===== src/sv/rcpe_pkg.sv =====
// Package for the Rice-coded position encoder: constants, FSM state and packer control types.
package rcpe_pkg;

    localparam int POSITION_WIDTH_DEF = 16;
    localparam int WORD_WIDTH_DEF     = 64;

    // Remainder width limits; the remainder shift register is REM_MAX bits.
    localparam int REM_MIN = 5;
    localparam int REM_MAX = 15;
    localparam int REM_CFG_W = 4;

    // Configuration register indexes
    localparam int CFG_IDX_W = 1;
    localparam logic [CFG_IDX_W-1:0] REG_REMAINDER_BITS = 1'b0;
    localparam logic [CFG_IDX_W-1:0] REG_CODE_LENGTH    = 1'b1;

    localparam logic [REM_CFG_W-1:0] REM_BITS_RESET = 4'd7;

    typedef enum logic [2:0] {
        ST_IDLE,
        ST_ERROR,
        ST_UNARY,
        ST_STOP,
        ST_REMAIN,
        ST_FLUSH
    } rcpe_state_t;

    // Sequencer to packer, one operation per cycle at most
    typedef struct packed {
        logic push;        // append code_bit
        logic code_bit;
        logic emit_err;    // error transaction
        logic emit_flush;  // partial word, stream end
    } rcpe_pack_ctrl_t;

endpackage


===== src/sv/rcpe_packer.sv =====
// Bit-serial word packer with output register for the Rice-coded position encoder.
module rcpe_packer #(
    parameter int WORD_WIDTH = rcpe_pkg::WORD_WIDTH_DEF,
    parameter int VB_W       = $clog2(WORD_WIDTH + 1)
) (
    input  logic                     aclk,
    input  logic                     aresetn,
    input  rcpe_pkg::rcpe_pack_ctrl_t ctrl,
    output logic                     ready,
    output logic                     out_valid,
    input  logic                     out_ready,
    output logic [WORD_WIDTH-1:0]    out_word,
    output logic [VB_W-1:0]          out_vbits,
    output logic                     out_end,
    output logic                     out_err
);
    import rcpe_pkg::*;

    localparam int FILL_W = $clog2(WORD_WIDTH);
    localparam logic [FILL_W-1:0] FILL_LAST = FILL_W'(WORD_WIDTH - 1);

    logic [WORD_WIDTH-1:0] acc_reg, acc_next;
    logic [FILL_W-1:0]     fill_reg, fill_next;
    logic                  valid_reg, valid_next;
    logic [WORD_WIDTH-1:0] word_reg, word_next;
    logic [VB_W-1:0]       vbits_reg, vbits_next;
    logic                  end_reg, end_next;
    logic                  err_reg, err_next;

    logic [WORD_WIDTH-1:0] acc_set;
    logic [FILL_W-1:0]     bit_idx;
    logic                  load;

    assign ready = !valid_reg || out_ready;

    always_comb begin
        bit_idx = FILL_LAST - fill_reg;
        acc_set = acc_reg;
        acc_set[bit_idx] = acc_reg[bit_idx] | ctrl.code_bit;
    end

    always_comb begin
        acc_next   = acc_reg;
        fill_next  = fill_reg;
        word_next  = word_reg;
        vbits_next = vbits_reg;
        end_next   = end_reg;
        err_next   = err_reg;
        load       = 1'b0;
        priority if (ctrl.emit_err) begin
            load       = 1'b1;
            word_next  = '0;
            vbits_next = '0;
            end_next   = 1'b0;
            err_next   = 1'b1;
        end else if (ctrl.emit_flush) begin
            load       = 1'b1;
            word_next  = acc_reg;
            vbits_next = VB_W'(fill_reg);
            end_next   = 1'b1;
            err_next   = 1'b0;
            acc_next   = '0;
            fill_next  = '0;
        end else if (ctrl.push) begin
            if (fill_reg == FILL_LAST) begin
                load       = 1'b1;
                word_next  = acc_set;
                vbits_next = VB_W'(WORD_WIDTH);
                end_next   = 1'b0;
                err_next   = 1'b0;
                acc_next   = '0;
                fill_next  = '0;
            end else begin
                acc_next  = acc_set;
                fill_next = fill_reg + 1'b1;
            end
        end
        valid_next = load ? 1'b1 : (out_ready ? 1'b0 : valid_reg);
    end

    always_ff @(posedge aclk) begin
        if (!aresetn) begin
            acc_reg   <= '0;
            fill_reg  <= '0;
            valid_reg <= 1'b0;
        end else begin
            acc_reg   <= acc_next;
            fill_reg  <= fill_next;
            valid_reg <= valid_next;
        end
    end

    always_ff @(posedge aclk) begin
        word_reg  <= word_next;
        vbits_reg <= vbits_next;
        end_reg   <= end_next;
        err_reg   <= err_next;
    end

    assign out_valid = valid_reg;
    assign out_word  = word_reg;
    assign out_vbits = vbits_reg;
    assign out_end   = end_reg;
    assign out_err   = err_reg;

endmodule


===== src/sv/rice_coded_position_encoder_core.sv =====
// Rice-coded position encoder top level: sequencer, configuration and stream ports.
//
//  channel | dir | handshake            | payload
//  s_      | in  | s_tvalid / s_tready  | tdata: position; tlast: last
//  m_      | out | m_tvalid / m_tready  | tdata: word, valid_bits; tlast: stream_end;
//          |     |                      | tuser: range or order error
//  cfg_    | in  | cfg_we               | cfg_index, cfg_data
//
// Each item is accepted in ST_IDLE, then sent as q + 1 + k code bits (q = gap >> k),
// or as an error transaction, and an item with last is followed by a flush.
// The code bits pass one per cycle through the packer's accumulator unless a held output register stalls them.
// Reset restores remainder_bits 7, code_length 2^POSITION_WIDTH and clears the stream state.
// A held output register stalls the bit sequencer; s_tready is high only between items.
module rice_coded_position_encoder_core #(
    parameter int POSITION_WIDTH = rcpe_pkg::POSITION_WIDTH_DEF,
    parameter int WORD_WIDTH     = rcpe_pkg::WORD_WIDTH_DEF,
    parameter int VB_W           = $clog2(WORD_WIDTH + 1),
    parameter int S_TDATA_W      = ((POSITION_WIDTH + 7) / 8) * 8,
    parameter int M_TDATA_W      = ((WORD_WIDTH + VB_W + 7) / 8) * 8
) (
    input  logic                           aclk,
    input  logic                           aresetn,
    input  logic                           s_tvalid,
    output logic                           s_tready,
    input  logic [S_TDATA_W-1:0]           s_tdata,   // [POSITION_WIDTH-1:0] position
    input  logic                           s_tlast,
    output logic                           m_tvalid,
    input  logic                           m_tready,
    output logic [M_TDATA_W-1:0]           m_tdata,   // word, then valid_bits
    output logic                           m_tlast,
    output logic                           m_tuser,   // error: position out of range or out of order
    input  logic                           cfg_we,
    input  logic [rcpe_pkg::CFG_IDX_W-1:0] cfg_index,
    input  logic [POSITION_WIDTH:0]        cfg_data
);
    import rcpe_pkg::*;

    localparam int SHW = POSITION_WIDTH + REM_MAX;

    rcpe_state_t state_reg, state_next;

    logic [REM_CFG_W-1:0]      rem_bits_reg;
    logic [POSITION_WIDTH:0]   code_len_reg;
    logic [POSITION_WIDTH-1:0] prev_reg;
    logic                      first_reg;
    logic                      last_reg;
    logic [POSITION_WIDTH-1:0] q_cnt_reg;
    logic [REM_CFG_W-1:0]      r_cnt_reg;
    logic [REM_MAX-1:0]        rem_sr_reg;

    logic                      accept, adv, bad;
    logic [REM_CFG_W-1:0]      k;
    logic [POSITION_WIDTH-1:0] pos, gap, q;
    logic [SHW-1:0]            rem_wide;
    rcpe_pack_ctrl_t           pk;

    logic [WORD_WIDTH-1:0]     out_word;
    logic [VB_W-1:0]           out_vbits;

    assign pos      = s_tdata[POSITION_WIDTH-1:0];
    assign s_tready = (state_reg == ST_IDLE);
    assign accept   = s_tvalid && s_tready;

    always_comb begin
        k   = (rem_bits_reg < REM_CFG_W'(REM_MIN)) ? REM_CFG_W'(REM_MIN) : rem_bits_reg;
        bad = ({1'b0, pos} >= code_len_reg) || (!first_reg && pos <= prev_reg);
        gap = first_reg ? pos : pos - prev_reg - 1'b1;
        q   = gap >> k;
        // remainder left-justified in the shift register, bits above k drop out
        rem_wide = {{REM_MAX{1'b0}}, gap} << (REM_CFG_W'(REM_MAX) - k);
    end

    // next state
    always_comb begin
        state_next = state_reg;
        unique case (state_reg)
            ST_IDLE: begin
                if (accept) begin
                    if (bad) state_next = ST_ERROR;
                    else if (q != '0) state_next = ST_UNARY;
                    else state_next = ST_STOP;
                end
            end
            ST_ERROR: begin
                if (adv) state_next = last_reg ? ST_FLUSH : ST_IDLE;
            end
            ST_UNARY: begin
                if (adv && q_cnt_reg == POSITION_WIDTH'(1)) state_next = ST_STOP;
            end
            ST_STOP: begin
                if (adv) state_next = ST_REMAIN;
            end
            ST_REMAIN: begin
                if (adv && r_cnt_reg == '0) state_next = last_reg ? ST_FLUSH : ST_IDLE;
            end
            ST_FLUSH: begin
                if (adv) state_next = ST_IDLE;
            end
            default: state_next = ST_IDLE;
        endcase
    end

    // packer control
    always_comb begin
        pk = '0;
        unique case (state_reg)
            ST_IDLE: ;
            ST_ERROR:  pk.emit_err   = adv;
            ST_UNARY: begin
                pk.push     = adv;
                pk.code_bit = 1'b1;
            end
            ST_STOP:   pk.push       = adv;
            ST_REMAIN: begin
                pk.push     = adv;
                pk.code_bit = rem_sr_reg[REM_MAX-1];
            end
            ST_FLUSH:  pk.emit_flush = adv;
            default: ;
        endcase
    end

    always_ff @(posedge aclk) begin
        if (!aresetn) begin
            state_reg    <= ST_IDLE;
            rem_bits_reg <= REM_BITS_RESET;
            code_len_reg <= {1'b1, {POSITION_WIDTH{1'b0}}};
            prev_reg     <= '0;
            first_reg    <= 1'b1;
        end else begin
            state_reg <= state_next;
            if (cfg_we) begin
                unique case (cfg_index)
                    REG_REMAINDER_BITS: rem_bits_reg <= cfg_data[REM_CFG_W-1:0];
                    REG_CODE_LENGTH:    code_len_reg <= cfg_data;
                    default: ;
                endcase
            end
            if (accept && !bad) begin
                prev_reg  <= pos;
                first_reg <= 1'b0;
            end else if (state_reg == ST_FLUSH && adv) begin
                prev_reg  <= '0;
                first_reg <= 1'b1;
            end
        end
    end

    always_ff @(posedge aclk) begin
        if (accept) begin
            last_reg   <= s_tlast;
            q_cnt_reg  <= q;
            r_cnt_reg  <= k - 1'b1;
            rem_sr_reg <= rem_wide[REM_MAX-1:0];
        end else if (adv) begin
            if (state_reg == ST_UNARY) q_cnt_reg <= q_cnt_reg - 1'b1;
            if (state_reg == ST_REMAIN) begin
                r_cnt_reg  <= r_cnt_reg - 1'b1;
                rem_sr_reg <= {rem_sr_reg[REM_MAX-2:0], 1'b0};
            end
        end
    end

    rcpe_packer #(
        .WORD_WIDTH (WORD_WIDTH),
        .VB_W       (VB_W)
    ) u_packer (
        .aclk      (aclk),
        .aresetn   (aresetn),
        .ctrl      (pk),
        .ready     (adv),
        .out_valid (m_tvalid),
        .out_ready (m_tready),
        .out_word  (out_word),
        .out_vbits (out_vbits),
        .out_end   (m_tlast),
        .out_err   (m_tuser)
    );

    assign m_tdata = M_TDATA_W'({out_vbits, out_word});

`ifndef SYNTHESIS
    a_err_empty: assert property (@(posedge aclk) disable iff (!aresetn)
        m_tvalid && m_tuser |-> out_word == '0 && out_vbits == '0 && !m_tlast)
        else $error("error transaction carries data");

    a_end_partial: assert property (@(posedge aclk) disable iff (!aresetn)
        m_tvalid && m_tlast |-> out_vbits < VB_W'(WORD_WIDTH))
        else $error("stream end word reports a full word");

    a_accept_busy: assert property (@(posedge aclk) disable iff (!aresetn)
        accept |=> state_reg != ST_IDLE)
        else $error("accepted item produced no work");

    a_flush_clears: assert property (@(posedge aclk) disable iff (!aresetn)
        state_reg == ST_FLUSH && adv |=> first_reg && prev_reg == '0)
        else $error("flush did not clear stream state");
`endif

endmodule

===== config.mk =====
export PLATFORM = sky130hd
export DESIGN_NAME = rice_coded_position_encoder_core
export DESIGN_NICKNAME = d
export VERILOG_FILES = /design/src/sv/rcpe_pkg.sv /design/src/sv/rcpe_packer.sv /design/src/sv/rice_coded_position_encoder_core.sv
export SDC_FILE = /design/constraint.sdc
export NUM_CORES = 1
export LEC_CHECK = 0
export ABC_CLOCK_PERIOD_IN_PS = 7400
export BUFFER_PORTS_ARGS = -buffer_cell sky130_fd_sc_hd__buf_4
export CORE_ASPECT_RATIO = 1.2
export CORE_UTILIZATION = 54
export DETAILED_ROUTE_END_ITERATION = 16
export PLACE_DENSITY = 0.73
export SETUP_SLACK_MARGIN = 0.05
export SLEW_MARGIN = 20
export SYNTH_ARGS = -nofsm -noshare
export SYNTH_HDL_FRONTEND = slang
export SYNTH_SLANG_ARGS = --single-unit

===== constraint.sdc =====
create_clock -name aclk -period 7.4 [get_ports aclk]
set_clock_uncertainty 0.05 [all_clocks]
set_input_delay 0 -clock aclk [delete_from_list [all_inputs] [get_ports aclk]]
set_output_delay 0 -clock aclk [all_outputs]
set_load 0.02 [all_outputs]

==> reports/qor.txt <==
ys async rst share - 0
Pre-antenna DRT Iters - 5
Detail Route Antenna Nets - 0
WL/cell - 19.8 µm
Post-synth top cells - o21ai_0 (235), nand2_1 (210), dfxtp_1 (185), a21oi_1 (147), clkbuf_1 (95)
Leak - 6.01 nW
Synth Area per Inst - 8.03 µm²
crit-path max FO - 65
RSZ-0062 raised after global routing - no
post-synthesis sequential area ratio - 0.372
total number of vias - 12830
endpoint of the most critical register-to-register path - u_packer.acc_reg[27]
Area growth, synth to finish - 17.8%
complex-gate fraction of the synthesized area - 0.298
max frequency - 0.227 GHz
Setup WS post-layout - 3000 ps
Port Buffers - 114
Starting Density - 0.553
syn nets - 1682
Power Internal - 2.49 mW
Rel. slew slack - 0.291
Worst R2R Setup Slack - 3000 ps
Cell Rows - 61
largest cells by area after synthesis - dfxtp_1 (29%), o21ai_0 (9.1%), edfxtp_1 (8.4%)
HPWL after DPL - 25900 µm
Ys Warns - 0
GPL Wtd Cong - 0.952
post-synthesis mux area share - 0.0710
Reg clk slew, reported paths - 70 ps
Synth Flop Type - dfxtp_1
Max rail drop VDD - 0.209 mV
XOR/XNOR Fraction of Synth Area - 0.0143
data arrival time of the critical path - 4720 ps
share of the synthesized area in the top cell type - 0.288
layout cell share with drive strength beyond 1 - 0.124
CP endpoint kind - register
cell with the most instances after synthesis - o21ai_0
Sw Ratio - 0.333
root buffer cell - clkbuf_16
Critical Path RT - 7720 ps
worst-margin pin slew - 1060 ps
overall power - 3.73 mW
Post-Route WL - 39900 µm
Die H - 171 µm
sw power - 1.24 mW
Slew Limit Fails - 0
CTS sink cnt - 221
Setup TNS Final - 0 ps
Cell variety after synth - 77
clk buf depth - 3
final hold vios - 0
worst r2r src - state_reg[0]
vias in the first global route - 12002
Hold Crit Class - primary input to register
DRC errors left - 0
leading area contributor after synthesis - dfxtp_1
R2R cell count - 9
number of synthesized flops with an enable pin - 36
grt ovf - 0
H-Tree Depth - 1
Clk network pwr share - 0.354
post-synthesis cell count - 1604
full die area - 0.0245 mm²
vias per inst - 6.37
post_cts resized - 0
initial antenna violation count - 0
Worst Setup SP - state_reg[0]
post-layout min period - 4400 ps
Reg power frac - 0.387
Max-Cap Viols - 0
Cell Area, Synth - 0.0129 mm²
simple logic cell fraction of the synthesized area - 0.149
worst slack at placement - 2670 ps
Placed Area - 0.0139 mm²
CTS tree - built
Core Footprint - 0.0233 mm²
Iter 0 DRT Violations - 1271
Worst Setup Path Type - register to register
nets - 1760
period utilization - 0.595
first-pass GRT wire length - 63500 µm
Yosys reg bits - 221
startpoint types - register
main combinational cell family by area after synthesis - compound AO/OA/AOI/OAI gates
status - finished clean
largest net degree at the start of global routing - 68
Boundary Pins - 116
clk_lat worst skew - 520 ps
pwr dens - 246 mW/mm²
# setup viols final - 0
design area - 0.0152 mm²
GRT Total Usage - 0.326
Setup crit end - u_packer.acc_reg[27]
Num CTS Buffers - 25
antenna cells - 0
logic gate share of total power - 0.259
Die W - 143 µm
Synth Area in Adders - 0.0375
-- per-stage QoR --
step / std cells / utilization / hold slack, ps
after floorplan: 1604 / - / 48.9
after global placement: 1927 / 0.596 / 130
after detailed placement: 1927 / 0.596 / 130
after CTS: 2015 / 0.652 / 151
after global routing: 2015 / 0.652 / 166
final: 2015 / 0.652 / 166
-- routing by layer --
metal,up-vias,global-route usage,wire length [µm],share of wire
met5,-,0,0,0
met4,0,0.153,1720,0.043
met3,116,0.0451,2500,0.063
met2,496,0.557,19400,0.49
met1,6123,0.403,16300,0.41
li1,6095,-,-,-
-- how the worst min path moves through the flow --
stage / startpoint / slack [ps] / to / cells past startpoint
floorplan: s_tlast / 50 / last_reg / 0
detailed placement: s_tlast / 130 / last_reg / 1
CTS: s_tlast / 150 / last_reg / 2
finish: s_tlast / 170 / last_reg / 2
global placement: s_tlast / 130 / last_reg / 1
global route: s_tlast / 170 / last_reg / 2
-- critical path: stages (launching register included) --
cell and delay, ps:
dfxtp_1 580, inv_1 190, nor3_1 460, and2_2 560, buf_4 570, nor2_1 210
nand3_2 110, buf_4 560, nand2b_4 700, o21ai_0 210
-- cell type report --
type | instances | area, µm²
Fill cell | 2010 | 8110
Multi-Input combinational cell | 1194 | 7400
Sequential cell | 221 | 4780
Timing Repair Buffer | 189 | 1530
Clock buffer | 34 | 732
Tap cell | 315 | 394
Inverter | 51 | 191
Clock inverter | 11 | 141
-- logic make-up (layout without fill, tap and decap cells) --
| family | after synthesis | in the layout |
|---|---|---|
| and+or+nand+nor | 420 | 420 |
| AOI/OAI and AO/OA | 627 | 627 |
| xor gates and xnor gates | 21 | 21 |
| adders and majority gates | 38 | 38 |
| muxes | 87 | 87 |
| buffers and inverters | 189 | 285 |
| other | 1 | 1 |
| DFF | 221 | 221 |
-- what timing repair did --
action                                 CTS  global route
buffers inserted                         0             0
endpoints found under the hold margin   43             0
hold buffers                            43             0
-- placed cells by master (no fill, tap or decap), types with 4 or more instances in the layout --
cell type      count
dfxtp_1          185
a21o_1            10
or4_1              6
nand4_1           24
o21ai_0          235
inv_1             50
xnor2_1           16
nand2_1          210
clkbuf_1           4
edfxtp_1          36
and2_1             4
o311ai_0          17
o21a_1            10
o22ai_1            5
nor2_1            65
and3_1             7
a21oi_1          147
a22oi_1           79
a311oi_1           4
a31oi_1           18
a22o_1            16
nor2b_1            9
o211ai_1          12
nor3_1            24
xor2_1             5
a2111oi_0          4
nand3_1           22
mux2i_1           82
dlygate4sd3_1     43
a221oi_1          12
or3_1              8
nand2b_1           6
nor4_1             7
a211oi_1           9
and4_1             4
buf_4            146
clkbuf_16         27
o21ai_1            6
ha_1              37
-- power by group through the flow --
stage          sequential [mW]  clock [mW]  combinational [mW]
4_1_cts                   1.44        1.34               0.950
3_3_place_gp              1.46           0               0.914
2_1_floorplan             1.45           0               0.667
6_report                  1.45        1.32               0.965
3_5_place_dp              1.47           0               0.926
5_1_grt                   1.46        1.39                1.06
(Power assumes the default switching activity.)
